`config.mk`:
```
export PLATFORM = sky130hd
export DESIGN_NAME = wtpp_cell
export DESIGN_NICKNAME = d
export VERILOG_FILES = /design/src/rtl/wtpp_pkg.sv /design/src/rtl/wtpp_cell.sv
export SDC_FILE = /design/constraint.sdc
export NUM_CORES = 1
export LEC_CHECK = 0
export BUFFER_PORTS_ARGS = -buffer_cell sky130_fd_sc_hd__buf_2
export CAP_MARGIN = 25
export CORE_MARGIN = 1.5
export CORE_UTILIZATION = 25
export CTS_BUF_LIST = sky130_fd_sc_hd__clkbuf_8
export DETAILED_ROUTE_END_ITERATION = 16
export PLACE_DENSITY = 0.47
export SYNTH_ARGS = -nofsm -noshare
export SYNTH_HDL_FRONTEND = slang
export SYNTH_SLANG_ARGS = --single-unit
```
`constraint.sdc`:
```
create_clock -name clk -period 2.4 [get_ports clk]
set_input_delay 0.36 -clock clk [delete_from_list [all_inputs] [get_ports clk]]
set_output_delay 0.36 -clock clk [all_outputs]
set_load 0.05 [all_outputs]
```
`src/rtl/wtpp_pkg.sv`:
```
// Package for the windowed threshold peak picker: sizes, row and cell types,
// register indexes and controller states. Depends on nothing.
`default_nettype none

package wtpp_pkg;

  localparam int LANE_COUNT    = 8;
  localparam int WINDOW_MAX    = 64;
  localparam int ROWS_MAX      = 4096;
  localparam int PEAKS_MAX     = 64;
  localparam int SAMPLE_BITS   = 16;

  localparam int WIN_CFG_BITS  = 7;
  localparam int LANE_CFG_BITS = 4;
  localparam int AGE_BITS      = $clog2(WINDOW_MAX);
  localparam int ROW_BITS      = 13;
  localparam int PEAK_BITS     = 7;
  localparam int ADDR_BITS     = 3;
  localparam int DATA_BITS     = 32;

  localparam int GROUP_SIZE    = 8;
  localparam int GROUP_COUNT   = (WINDOW_MAX + GROUP_SIZE - 1) / GROUP_SIZE;

  // register index, taken from paddr[2]
  localparam logic REG_WINDOW_LENGTH = 1'b0;
  localparam logic REG_ACTIVE_LANES  = 1'b1;

  typedef logic signed [SAMPLE_BITS-1:0] sample_t;
  typedef sample_t [LANE_COUNT-1:0] row_t;

  typedef struct packed {
    row_t    samples;
    sample_t thr;
  } entry_t;

  typedef struct packed {
    logic                  shift;
    logic                  compare;
    row_t                  cand;
    logic [LANE_COUNT-1:0] qual;
  } cell_ctrl_t;

  typedef struct packed {
    logic [WIN_CFG_BITS-1:0]  window;
    logic [LANE_CFG_BITS-1:0] lanes;
    logic [AGE_BITS-1:0]      cand_age;
  } cfg_t;

  typedef enum logic [4:0] {
    ST_IDLE = 5'b00001,
    ST_SEL  = 5'b00010,
    ST_CMP  = 5'b00100,
    ST_RED  = 5'b01000,
    ST_DONE = 5'b10000
  } state_t;

endpackage

`default_nettype wire

```
`src/rtl/wtpp_cell.sv`:
```
// One window cell: holds a row and its threshold, passes it on when the
// chain shifts and flags a lane sample above the broadcast candidate.
// Depends on wtpp_pkg.
`default_nettype none

module wtpp_cell (
  input  wire logic                clk,
  input  wire wtpp_pkg::cell_ctrl_t ctrl,
  input  wire logic                in_window,
  input  wire wtpp_pkg::entry_t    prev_entry,
  output wtpp_pkg::entry_t         entry,
  output logic                     fail
);

  logic [wtpp_pkg::LANE_COUNT-1:0] above;
  logic                            fail_next;

  always_comb begin
    for (int l = 0; l < wtpp_pkg::LANE_COUNT; l++) begin
      above[l] = $signed(ctrl.cand[l]) < $signed(entry.samples[l]);
    end
    // only lanes that reach the threshold must dominate the window
    fail_next = in_window & (|(ctrl.qual & above));
  end

  always_ff @(posedge clk) begin
    if (ctrl.shift) begin
      entry <= prev_entry;
    end
    if (ctrl.compare) begin
      fail <= fail_next;
    end
  end

endmodule

`default_nettype wire

```
# Word-level counts from Yosys, hierarchy flattened
# Cells that the tools add are included.
classes:
  order_cmp: 8
  n_bitwise: 2
  reduce_logical: 1
ops:
  columns: ["op", "count"]
  rows:
  - ["< comparator 16 bit", 8]
  - ["bitwise AND 8 bit", 1]
  - ["OR reduction 8 bit", 1]
  - ["bitwise AND 1 bit", 1]
word_totals:
  ff_bits: 145
  input_bits: 284
  output_inout_bits: 145
  word_cells: 21

# Longest topological paths before layout
logic_depth:
  depth_word: 4
  mapped_depth: 8
  depth_no_buf: 8

# Least setup slack after synthesis
# Ideal clock, no wire load.
synth_timing:
  path_kind: "register to register"
  from: "register entry[17] in the netlist's numbering"
  to: "register fail, data pin"
  setup_ns: 0.275
  arrival_ns: 2.324
  required_time_ns: 2.125
  path_slack_ns: -0.198
  stages_incl_launch_ff: 8
  n_path_buf: 0
  synth_period_minus_slack_ns: 2.598
  path_cell_list: "edfxtp_1 > inv_1 > ha_1 > a2111o_1 > a311o_1 > or4_1 > a32oi_1 > a41oi_1"
synth_via:
  elab_chain_cells: 4
synth_rtl:
  columns: ["item", "line", "rtl"]
  rows:
  - ["start, declared", "wtpp_cell.sv:11", "output wtpp_pkg::entry_t entry,"]
  - ["start signal, assigned", "wtpp_cell.sv:28", "entry <= prev_entry;"]
  - ["< comparator 16 bit", "wtpp_cell.sv:20", "above[l] = $signed(ctrl.cand[l]) < $signed(entry.samples[l]);"]
  - ["bitwise AND 8 bit", "wtpp_cell.sv:23", "fail_next = in_window & (|(ctrl.qual & above));"]
  - ["OR reduction 8 bit", "wtpp_cell.sv:23", null]
  - ["bitwise AND 1 bit", "wtpp_cell.sv:23", null]
  - ["via fail_next", "wtpp_cell.sv:16", "logic fail_next;"]
  - ["end signal, assigned", "wtpp_cell.sv:31", "fail <= fail_next;"]
  - ["end, declared", "wtpp_cell.sv:12", "output logic fail"]
# The timed path passes the listed nets, and every way through them passes these cells.
# A chain may end at the register's enable or synchronous reset.

# Worst setup path in the final report
layout_timing:
  from: "register entry[21] in the netlist's numbering"
  to: "register fail, data pin"
# Same word-level chain as after synthesis.

==> qor.txt <==
status = finished clean
Final Skew = 10.3 ps
sequential element share of the synthesized area = 0.582
cell type contributing the most total cell area after synthesis = sky130_fd_sc_hd__edfxtp_1
number of antenna violations at the first check in global routing = 2
clock insertion delay at the later pin of the skew report = 450 ps
count of nets after finishing = 1453
count of cell types in the netlist = 39
ANT nets after route = 0
Period Utilization, post-route = 0.995
initial cell density of the core = 0.253
Least-Margin Pin Slew = 469 ps
wire length per cell after detailed routing = 16.5 µm
Ports = 429
Worst setup SP type = flop
TritonCTS clock tree = built
power per cell area = 651 nW/µm²
most repeated cell in the gate-level netlist after synthesis = sky130_fd_sc_hd__edfxtp_1
area share of the largest cell type after synthesis = 0.582
highest clock rate = 419 MHz
maximum count of clock buffers along a single path = 2
critical path data arrival time = 2570 ps
wire length of the first global-routing pass = 34.5 mm
Rel. slew slack = 0.679
number of global-route vias before repair = 6282
number of buffers added by the clock tree synthesis step = 17
Worst Path Class, Setup = reg -> reg
horizontal die dimension = 176 µm
maximum vdd ir drop = 0.308 mV
final slew viol count = 0
quantity of I/O buffers inserted on ports = 428
Congestion Overflow GR = 0
Die Ht = 176 µm
yosys warns = 0
number of vias per cell = 4.19
CTS root buffer = sky130_fd_sc_hd__clkbuf_8
Hold WC Path Type = in -> reg
Rows = 63
Primary FF master, synth = sky130_fd_sc_hd__edfxtp_1
most instantiated cells after synthesis = sky130_fd_sc_hd__edfxtp_1, sky130_fd_sc_hd__inv_1, sky130_fd_sc_hd__ha_1
Core Footprint = 29600 µm²
minimum clock period after layout = 2390 ps
share of flip-flops with an asynchronous set or reset after synthesis = 0
DP Wirelength = 20.4 mm
utilization of the core after routing = 0.361
setup violators final = 0
level count of the clock H-tree = 4
leading cell types by total area after synthesis = sky130_fd_sc_hd__edfxtp_1, sky130_fd_sc_hd__ha_1, sky130_fd_sc_hd__inv_1
Final Hold Vio Count = 0
summed instance area of the synthesized netlist = 7480 µm²
critical-path maximum fanout = 2
DRC violations left = 0
number of buffers inserted by post-CTS setup repair = 0
Cells after DPL = 1420
reported leakage power = 0.00538 µW
final antenna diode count = 0
detailed router's first-iteration violation count = 192
iteration count of the initial detailed-routing pass = 4
final instance count without filler cells = 1450
number of violations of the max-capacitance limit = 0
Synthesized Nets = 991
number of storage elements in the synthesis netlist = 145
total global-route track usage = 0.151
nature of the critical path endpoint = flop
critical path data required time = 2580 ps
routed via count = 6069
die footprint = 31000 µm²
post-synthesis to final-layout area growth = 42.8%
CTS Sinks = 145
RSZ-0062 raised after global routing = yes
clock-pin slew on the worst setup and hold paths = 90 ps
number of instances in the synthesized netlist = 587
ratio of cells with drive above 1 in the final layout = 0.452
pin count of the biggest net entering global routing = 41
Mapped Avg Cell Area = 12.7 µm²
total detailed-routing wirelength = 23.9 mm
weighted congestion at the end of routability-driven global placement = 0.860
number of synthesized flops with an enable pin = 145
routing by layer:
layer / GRT usage / up-vias / wire [µm]
li1: - / 3055 / -
met1: 0.157 / 2713 / 9030
met2: 0.274 / 275 / 12100
met3: 0.0674 / 22 / 2460
met4: 0.0410 / 4 / 325
met5: 0 / - / 22
cell usage in the layout (no fill, tap or decap), types with 3 or more instances in the layout:
master                      count
sky130_fd_sc_hd__bufinv_16      3
sky130_fd_sc_hd__a21o_1        12
sky130_fd_sc_hd__nand3_1        4
sky130_fd_sc_hd__nor4_1         3
sky130_fd_sc_hd__edfxtp_1     145
sky130_fd_sc_hd__a211oi_1       5
sky130_fd_sc_hd__nor2_1        17
sky130_fd_sc_hd__nand4_1       16
sky130_fd_sc_hd__a21oi_1       37
sky130_fd_sc_hd__clkinv_2       3
sky130_fd_sc_hd__nor3b_1        5
sky130_fd_sc_hd__clkbuf_8      17
sky130_fd_sc_hd__buf_4         13
sky130_fd_sc_hd__ha_1         119
sky130_fd_sc_hd__o21a_1         6
sky130_fd_sc_hd__and4_1         3
sky130_fd_sc_hd__nor3_1         4
sky130_fd_sc_hd__nand2_1       23
sky130_fd_sc_hd__nand3b_1       3
sky130_fd_sc_hd__inv_1        128
sky130_fd_sc_hd__o21ai_0       23
sky130_fd_sc_hd__nand2b_1       5
sky130_fd_sc_hd__buf_2        427
sky130_fd_sc_hd__a2111oi_0      3
kinds of logic after synthesis:
group / share of synthesized area
buffers and inverters: 0.0632
adder cells (fa/ha/maj): 0.201
AO/OA/AOI/OAI: 0.0896
AND/OR/NAND/NOR: 0.0632
multiplexers: 0.00134
flip-flops: 0.582
state kept, by name, summed over array words and instances, names as in the netlist:
register,flops
fail,1
entry,144
worst max-delay path: stages, from the launching register on:
cell and delay [ps]:
sky130_fd_sc_hd__edfxtp_1 400, sky130_fd_sc_hd__inv_1 100, sky130_fd_sc_hd__ha_4 200, sky130_fd_sc_hd__a211oi_2 230, sky130_fd_sc_hd__nor4_1 70, sky130_fd_sc_hd__a311o_1 340
sky130_fd_sc_hd__or4_4 420, sky130_fd_sc_hd__a32oi_2 220, sky130_fd_sc_hd__a41oi_2 130
final cells by class:
cell class | count | area [µm²]
multi-input combinational | 316 | 2700
tap | 390 | 488
timing repair buffer | 443 | 2290
clock inverter | 13 | 149
inverter | 126 | 473
clock buffer | 17 | 234
fill | 3043 | 18900
sequential | 145 | 4350
path summary, 6_finish.rpt:
path	from	end	slack, ps	depth (start not counted)
hold reg to reg	entry[119]$_DFFE_PP_	fail$_DFFE_PP_	1140	6
hold / removal	prev_entry[50]	entry[50]$_DFFE_PP_	80	1
setup / recovery	entry[21]$_DFFE_PP_	fail$_DFFE_PP_	10	8
setup reg to reg	entry[21]$_DFFE_PP_	fail$_DFFE_PP_	10	8
per-stage QoR:
step / total power (µW) / setup TNS, ps / setup WS, ps / hold slack, ps / cell area [µm²]
finish: 6960 / 0 / 10.9 / 76.1 / 10700
global route: 7300 / -102 / -102 / 21.9 / 10700
CTS: 7070 / 0 / 0.731 / 30.0 / 10700
detailed placement: 5030 / -136 / -136 / 538 / 10300
global placement: 5020 / -120 / -120 / 536 / 10300
floorplan: 4320 / -122 / -122 / 459 / 7500
where the power goes:
group,switching (µW),internal (µW),total (µW)
Sequential,102,3010,3120
Clock,990,1000,1990
Combinational,1250,604,1850
Total,2340,4620,6960
timing repair:
| item | in CTS | in global routing |
|---|---|---|
| endpoints found under the setup margin | 1 | 1 |
| resized for setup | 2 | 3 |
| pin swaps | 0 | 1 |
| hold buffers | 0 | 0 |
| gates cloned | 0 | 0 |
Note: power is estimated with default switching activity, not from simulation.
