### src/rtl/wtpp_pkg.sv
// Package for the windowed threshold peak picker: sizes, row and cell types,
// register indexes and controller states. Depends on nothing.
`default_nettype none

package wtpp_pkg;

  localparam int LANE_COUNT    = 8;
  localparam int WINDOW_MAX    = 64;
  localparam int ROWS_MAX      = 4096;
  localparam int PEAKS_MAX     = 64;
  localparam int SAMPLE_BITS   = 16;

  localparam int WIN_CFG_BITS  = 7;
  localparam int LANE_CFG_BITS = 4;
  localparam int AGE_BITS      = $clog2(WINDOW_MAX);
  localparam int ROW_BITS      = 13;
  localparam int PEAK_BITS     = 7;
  localparam int ADDR_BITS     = 3;
  localparam int DATA_BITS     = 32;

  localparam int GROUP_SIZE    = 8;
  localparam int GROUP_COUNT   = (WINDOW_MAX + GROUP_SIZE - 1) / GROUP_SIZE;

  // register index, taken from paddr[2]
  localparam logic REG_WINDOW_LENGTH = 1'b0;
  localparam logic REG_ACTIVE_LANES  = 1'b1;

  typedef logic signed [SAMPLE_BITS-1:0] sample_t;
  typedef sample_t [LANE_COUNT-1:0] row_t;

  typedef struct packed {
    row_t    samples;
    sample_t thr;
  } entry_t;

  typedef struct packed {
    logic                  shift;
    logic                  compare;
    row_t                  cand;
    logic [LANE_COUNT-1:0] qual;
  } cell_ctrl_t;

  typedef struct packed {
    logic [WIN_CFG_BITS-1:0]  window;
    logic [LANE_CFG_BITS-1:0] lanes;
    logic [AGE_BITS-1:0]      cand_age;
  } cfg_t;

  typedef enum logic [4:0] {
    ST_IDLE = 5'b00001,
    ST_SEL  = 5'b00010,
    ST_CMP  = 5'b00100,
    ST_RED  = 5'b01000,
    ST_DONE = 5'b10000
  } state_t;

endpackage

`default_nettype wire

### src/rtl/wtpp_cfg_regs.sv
// Configuration registers behind the APB-style port; hands the clamped
// window length, lane count and candidate age to the datapath. Depends on wtpp_pkg.
`default_nettype none

module wtpp_cfg_regs (
  input  wire logic                           clk,
  input  wire logic                           rst,
  input  wire logic                           psel,
  input  wire logic                           penable,
  input  wire logic                           pwrite,
  input  wire logic [wtpp_pkg::ADDR_BITS-1:0] paddr,
  input  wire logic [wtpp_pkg::DATA_BITS-1:0] pwdata,
  output logic      [wtpp_pkg::DATA_BITS-1:0] prdata,
  output logic                                pready,
  output wtpp_pkg::cfg_t                      cfg
);

  logic [wtpp_pkg::WIN_CFG_BITS-1:0]  win_len;
  logic [wtpp_pkg::LANE_CFG_BITS-1:0] active_lanes;
  logic [wtpp_pkg::WIN_CFG_BITS-1:0]  win_eff;
  logic                               wr_en;

  assign pready = 1'b1;
  assign wr_en  = psel & penable & pwrite & pready;

  always_ff @(posedge clk) begin
    if (rst) begin
      win_len      <= wtpp_pkg::WIN_CFG_BITS'(16);
      active_lanes <= wtpp_pkg::LANE_CFG_BITS'(8);
    end else if (wr_en) begin
      unique case (paddr[2])
        wtpp_pkg::REG_WINDOW_LENGTH:
          win_len      <= pwdata[wtpp_pkg::WIN_CFG_BITS-1:0];
        wtpp_pkg::REG_ACTIVE_LANES:
          active_lanes <= pwdata[wtpp_pkg::LANE_CFG_BITS-1:0];
        default: ;
      endcase
    end
  end

  always_comb begin
    unique case (paddr[2])
      wtpp_pkg::REG_WINDOW_LENGTH:
        prdata = wtpp_pkg::DATA_BITS'(win_len);
      wtpp_pkg::REG_ACTIVE_LANES:
        prdata = wtpp_pkg::DATA_BITS'(active_lanes);
      default:
        prdata = '0;
    endcase
  end

  // clamp: zero acts as one, oversize values saturate
  always_comb begin
    priority if (win_len == '0) begin
      win_eff = wtpp_pkg::WIN_CFG_BITS'(1);
    end else if (win_len > wtpp_pkg::WIN_CFG_BITS'(wtpp_pkg::WINDOW_MAX)) begin
      win_eff = wtpp_pkg::WIN_CFG_BITS'(wtpp_pkg::WINDOW_MAX);
    end else begin
      win_eff = win_len;
    end
    cfg.window = win_eff;
    if (active_lanes > wtpp_pkg::LANE_CFG_BITS'(wtpp_pkg::LANE_COUNT)) begin
      cfg.lanes = wtpp_pkg::LANE_CFG_BITS'(wtpp_pkg::LANE_COUNT);
    end else begin
      cfg.lanes = active_lanes;
    end
    cfg.cand_age = wtpp_pkg::AGE_BITS'((win_eff - wtpp_pkg::WIN_CFG_BITS'(1)) - (win_eff >> 1));
  end

endmodule

`default_nettype wire

### config.mk
export PLATFORM = sky130hd
export DESIGN_NAME = wtpp_cfg_regs
export DESIGN_NICKNAME = d
export VERILOG_FILES = /design/src/rtl/wtpp_pkg.sv /design/src/rtl/wtpp_cfg_regs.sv
export SDC_FILE = /design/constraint.sdc
export NUM_CORES = 1
export LEC_CHECK = 0
export BUFFER_PORTS_ARGS = -buffer_cell sky130_fd_sc_hd__buf_2
export CAP_MARGIN = 20
export CORE_ASPECT_RATIO = 1.25
export CORE_MARGIN = 1
export CORE_UTILIZATION = 37
export DETAILED_ROUTE_END_ITERATION = 7
export GPL_TIMING_DRIVEN = 0
export MAX_ROUTING_LAYER = met4
export PLACE_DENSITY = 0.92
export SLEW_MARGIN = 20
export SYNTH_ARGS = -nofsm -noshare
export SYNTH_HDL_FRONTEND = slang
export SYNTH_SLANG_ARGS = --single-unit
### constraint.sdc
create_clock -name clk -period 2.8 [get_ports clk]
set_input_delay 0.42 -clock clk [delete_from_list [all_inputs] [get_ports clk]]
set_output_delay 0.42 -clock clk [all_outputs]
set_load 0.05 [all_outputs]
## Word level (Yosys, flattened, before mapping)

Index checks and enable logic that the tools add are counted.

| operators by class | value |
|---|---|
| add/sub/neg operators | 2 |
| multipliers | 0 |
| divide/modulo/power cells | 0 |
| magnitude comparators | 2 |
| equal/unequal tests | 0 |
| shift-type cells | 0 |
| muxes and demuxes | 4 |
| bitwise gates (word level) | 3 |
| reductions and logical operators | 3 |

Operator list:

| operator | number |
|---|---|
| $pmux W32 S2 | 1 |
| $mux W7 | 2 |
| $gt A7 B7 Y1 const B | 1 |
| $logic_not A7 Y1 | 1 |
| $sub A6 B1 Y6 const B | 1 |
| $sub A6 B6 Y6 | 1 |
| $gt A4 B4 Y1 const B | 1 |
| $mux W4 | 1 |
| $reduce_and A2 Y1 | 2 |
| $and A1 B1 Y1 | 2 |
| $not A1 Y1 | 1 |

| word-level totals | value |
|---|---|
| flip-flop bits (word level) | 11 |
| bits in latches | 0 |
| bits in writable memories | 0 |
| bits in read-only memories | 0 |
| input port bits | 40 |
| output and inout port bits | 50 |
| word-level logic and storage cells | 16 |
| memories kept | 0 |

## Depth between registers and ports, before layout

| logic depth | value |
|---|---|
| depth after elaboration | 5 |
| gate-level depth with buffers | 10 |
| mapped depth without buffers | 10 |

## Worst setup path after synthesis

No wires, ideal clock.

| path | value |
|---|---|
| path type | register to output |
| start point | register win_len[3] (netlist name) |
| end point | output port cfg[4] (netlist name) |
| arrival | 3,062 ps |
| slack | -682 ps |
| stages on the path, launching flop included | 11 |
| path buffers | 0 |
| cell sequence | dfxtp_1 > nor3_1 > a21oi_1 > nor2_1 > ha_1 > inv_1 > fa_1 > inv_1 > a21o_1 > a21oi_1 > xnor2_1 |

RTL lines:

| what | RTL line | source |
|---|---|---|
| start, declared | wtpp_cfg_regs.sv:18 | `logic [wtpp_pkg::WIN_CFG_BITS-1:0] win_len;` |
| start signal, assigned | wtpp_cfg_regs.sv:28 | `win_len <= wtpp_pkg::WIN_CFG_BITS'(16);` |
| start signal, assigned | wtpp_cfg_regs.sv:33 | `win_len <= pwdata[wtpp_pkg::WIN_CFG_BITS-1:0];` |
| end, declared | wtpp_cfg_regs.sv:15 | `output wtpp_pkg::cfg_t cfg` |

==> metrics.log <==
INFO  metric dpl_cell_area = 1330 sq um
INFO  metric numCtsBuffers = 3
INFO  metric synth_top_flop_cell = dfxtp_1
INFO  metric cts.repair_timing.setup_buffer_count = 0
INFO  metric worst-path-max-fanout = 5
INFO  metric rows = 20
INFO  metric synthCells = around 120
INFO  metric timing.critical_path.cells = nor3_1 > a21oi_1 > nor2_2 > ha_1 > inv_1 > fa_2 > inv_1 > a21o_1 > a21oi_2 > xnor2_4 > buf_6
INFO  metric max-clock-path-buffers = 2
INFO  metric remaining_routing_drc_violations = 0
INFO  metric critPathLaunchType = register
INFO  metric min_path_cells = 2
INFO  metric number_of_logic_stages_on_the_critical_path_including_buffering = 11
INFO  metric synth.most_common_cell = buf_4
INFO  metric clkSlewWorstSetupHoldPaths = 0.06 ns
INFO  metric antennaDiodeCount = 0
INFO  metric detail_route.wl_per_cell = 8.74 um
INFO  metric arrival_time_reported_for_the_critical_path_endpoint = between 2 and 2.5 ns
INFO  metric worst_r2r_startpoint = win_len[4]$_SDFFE_PP1P_
INFO  metric crit_start = win_len[5]$_SDFFE_PP0P_
INFO  metric cellLeakagePower = 0.000792 uW
INFO  metric synth_largest_area_cell = dfxtp_1
INFO  metric timing.setup.tns = 0 ns
INFO  metric dieArea = 2870 sq um
INFO  metric ys_top_cells_by_area = dfxtp_1 (22%), buf_4 (20%), mux2i_1 (9.2%)
INFO  metric tritoncts = yes
INFO  metric ys_seq_elements = 11
INFO  metric timing.fmax = 379 MHz
INFO  metric fin_worst_skew = 0 ns
INFO  metric internal_portion_of_total_power = 290 uW
INFO  metric timing_hold_violations_final = 0
INFO  metric chipWidth = around 48 um
INFO  metric critical_path_buf_inv_count = 3
INFO  metric gpl.final_weighted_congestion = 0.738
INFO  metric power.clock.fraction = between 20 and 25%
INFO  metric antenna_left = 0
INFO  metric hpwl = around 1600 um
INFO  metric globalRouteOverflowTotal = 0
INFO  metric yosysSeqAreaShare = 22.4%
INFO  metric timing.critical_path.max_delay_family = compound AO/OA/AOI/OAI gates
INFO  metric yosysWarnings = 0
INFO  metric cts_sinks = 11
INFO  metric grt_util_all_layers = 14.4%
INFO  metric syn_area = 982 sq um
INFO  metric max-cap-violations = 0
INFO  metric worst_skew_pair.late_latency = 0.27 ns
INFO  metric root_buffer = clkbuf_4
INFO  metric crit_path_end_kind = primary output
INFO  metric worst-r2r-setup-slack = 1.96 ns
INFO  metric drt-pass1-iter-count = 2
INFO  metric power_frac_comb = 48.1%
INFO  metric place.port_buffers = 35
INFO  metric timing.critical_path.mode_cell = inv_1
INFO  metric share_seq_of_total_power = 31.3%
INFO  metric post_drt_via_cell_ratio = slightly above 4
INFO  metric synth_async_sr_flop_share = 0%
INFO  metric synth-edff-count = 0
INFO  metric grt_start_max_net_pins = 11
INFO  metric hold-worst-slack = 0.344 ns
INFO  metric dr.first_iter.drc_count = 10
INFO  metric outcome = completed
INFO  metric p_sw = 236 uW
INFO  metric p_sw_share = 44.9%
INFO  metric r2r-end = win_len[4]$_SDFFE_PP1P_
INFO  metric cts.repair.resized = 4
INFO  metric first_global_vias = 732
INFO  metric routed_wirelength = 1840 um
INFO  metric drive_above_1_share = 46.1%
INFO  metric period_minus_slack = 2.64 ns
INFO  metric cts_htree_levels = 1
INFO  metric worst_path_max_delay_cell = dfxtp_1
INFO  metric rr_worst_depth = 2
INFO  metric fin_area = 1370 sq um
INFO  metric cts-hold-fix-buffers = 0
INFO  metric die_h = a little under 60 um
INFO  metric power.ir.vdd_worst = 0.194 mV
INFO  metric antenna_found_initial = 0
INFO  metric global_route_wire_length_before_repair = 2920 um
INFO  metric ys_types = 26
INFO  metric starting_density_of_the_core = 39.6%
INFO  metric dr_total_vias = between 800 and 900
INFO  metric timing.critical_path.slowest_cell_delay = 0.39 ns
INFO  metric synth_common_cells = buf_4 (26), nor2_1 (13), dfxtp_1 (11), mux2i_1 (9), inv_1 (8)
INFO  metric synthToLayoutAreaGrowth = 39.2%
INFO  metric final_net_count = approximately 230
INFO  metric type_of_the_worst_setup_path = reg -> out
INFO  metric synthesis.area_per_instance = between 8 and 9 sq um
INFO  metric fp.coreArea = 2480 sq um
INFO  metric worstSetupEndpoint = cfg[4]
INFO  metric report.power.total = around 530 uW
INFO  metric min-delay-path-class = in -> reg
INFO  metric finalSetupViolCount = 0
INFO  metric period_utilization_post_route = 94.3%
INFO  metric yosys.area.top_type_share = between 20% and 30%
INFO  metric slew_viol_final = 0
INFO  metric floorplan.io_pins = 90
INFO  metric pwr_per_cell_area = 384 nW/um^2
INFO  metric worst-endpoint-required = around 2.4 ns
## cell usage in the layout (no fill, tap or decap), types with 2 or more instances in the layout
| master | n |
|---|---|
| a211o_1 | 2 |
| a21o_1 | 2 |
| a21oi_1 | 2 |
| a21oi_2 | 2 |
| buf_2 | 33 |
| buf_4 | 27 |
| buf_6 | 2 |
| clkbuf_1 | 4 |
| clkbuf_4 | 3 |
| conb_1 | 26 |
| dfxtp_1 | 10 |
| ha_1 | 5 |
| inv_1 | 8 |
| mux2_2 | 4 |
| mux2i_1 | 9 |
| nand2b_1 | 5 |
| nor2_1 | 12 |
| nor2b_1 | 6 |
| xnor2_2 | 2 |
## layer usage
metal | global-route usage [%] | wire length (um)
met5 | - | 0
met4 | 4.76 | 29
met3 | 2.13 | 135
met2 | 25.7 | 974
met1 | 15.4 | 704
## final cells by class
type	instances	area, sq um
sequential	11	221
fill	249	1110
clock buffer	4	26.3
buffer	30	218
inverter	9	33.8
tap	33	41.3
timing repair buffer	35	184
multi-input combinational	89	643
## worst reg2reg max path: cells and delay by family (launching register included)
family	cells	cell delay, ns
DFF	1	0.33
and+or+nand+nor	1	0.15
AOI/OAI and AO/OA	1	0.25
## state kept, by name (all words and copies together) (netlist names)
name,flops
active_lanes,4
win_len,7
## how the worst min path moves through the flow
stage | slack, ns | start | end
3_3_place_gp | 0.49 | active_lanes[0]$_SDFFE_PP0P_ | active_lanes[0]$_SDFFE_PP0P_
2_1_floorplan | 0.47 | active_lanes[0]$_SDFFE_PP0P_ | active_lanes[0]$_SDFFE_PP0P_
6_report | 0.34 | rst | win_len[4]$_SDFFE_PP1P_
4_1_cts | 0.34 | rst | win_len[4]$_SDFFE_PP1P_
5_1_grt | 0.36 | rst | win_len[4]$_SDFFE_PP1P_
3_5_place_dp | 0.51 | active_lanes[2]$_SDFFE_PP0P_ | active_lanes[2]$_SDFFE_PP0P_
## kinds of logic (layout without fill, tap and decap cells)
family	count (synthesis)	in the layout	synth area share (%)
buf+inv	40	78	26.0
simple gates	29	29	17.7
mux	13	13	13.8
compound gates	11	11	7.39
flops	11	11	22.4
fa+ha+maj	6	6	8.41
xor+xnor	4	4	3.57
other cells	2	26	0.765
## power groups by stage
stage               clock network [uW]  registers, uW  logic [uW]
detailed placement                   0            167         248
global placement                     0            167         246
floorplan                            0            166         217
global route                       116            165         269
CTS                                110            164         251
finish                             108            164         253
## through the flow
step	instances	worst slack (ns)	util [%]
finish	211	0.159	55.2
global route	211	-0.00389	55.2
CTS	211	0.0536	54.8
detailed placement	208	0.117	53.5
global placement	208	0.181	53.5
floorplan	140	-0.0424	-
(Power assumes the default switching activity.)
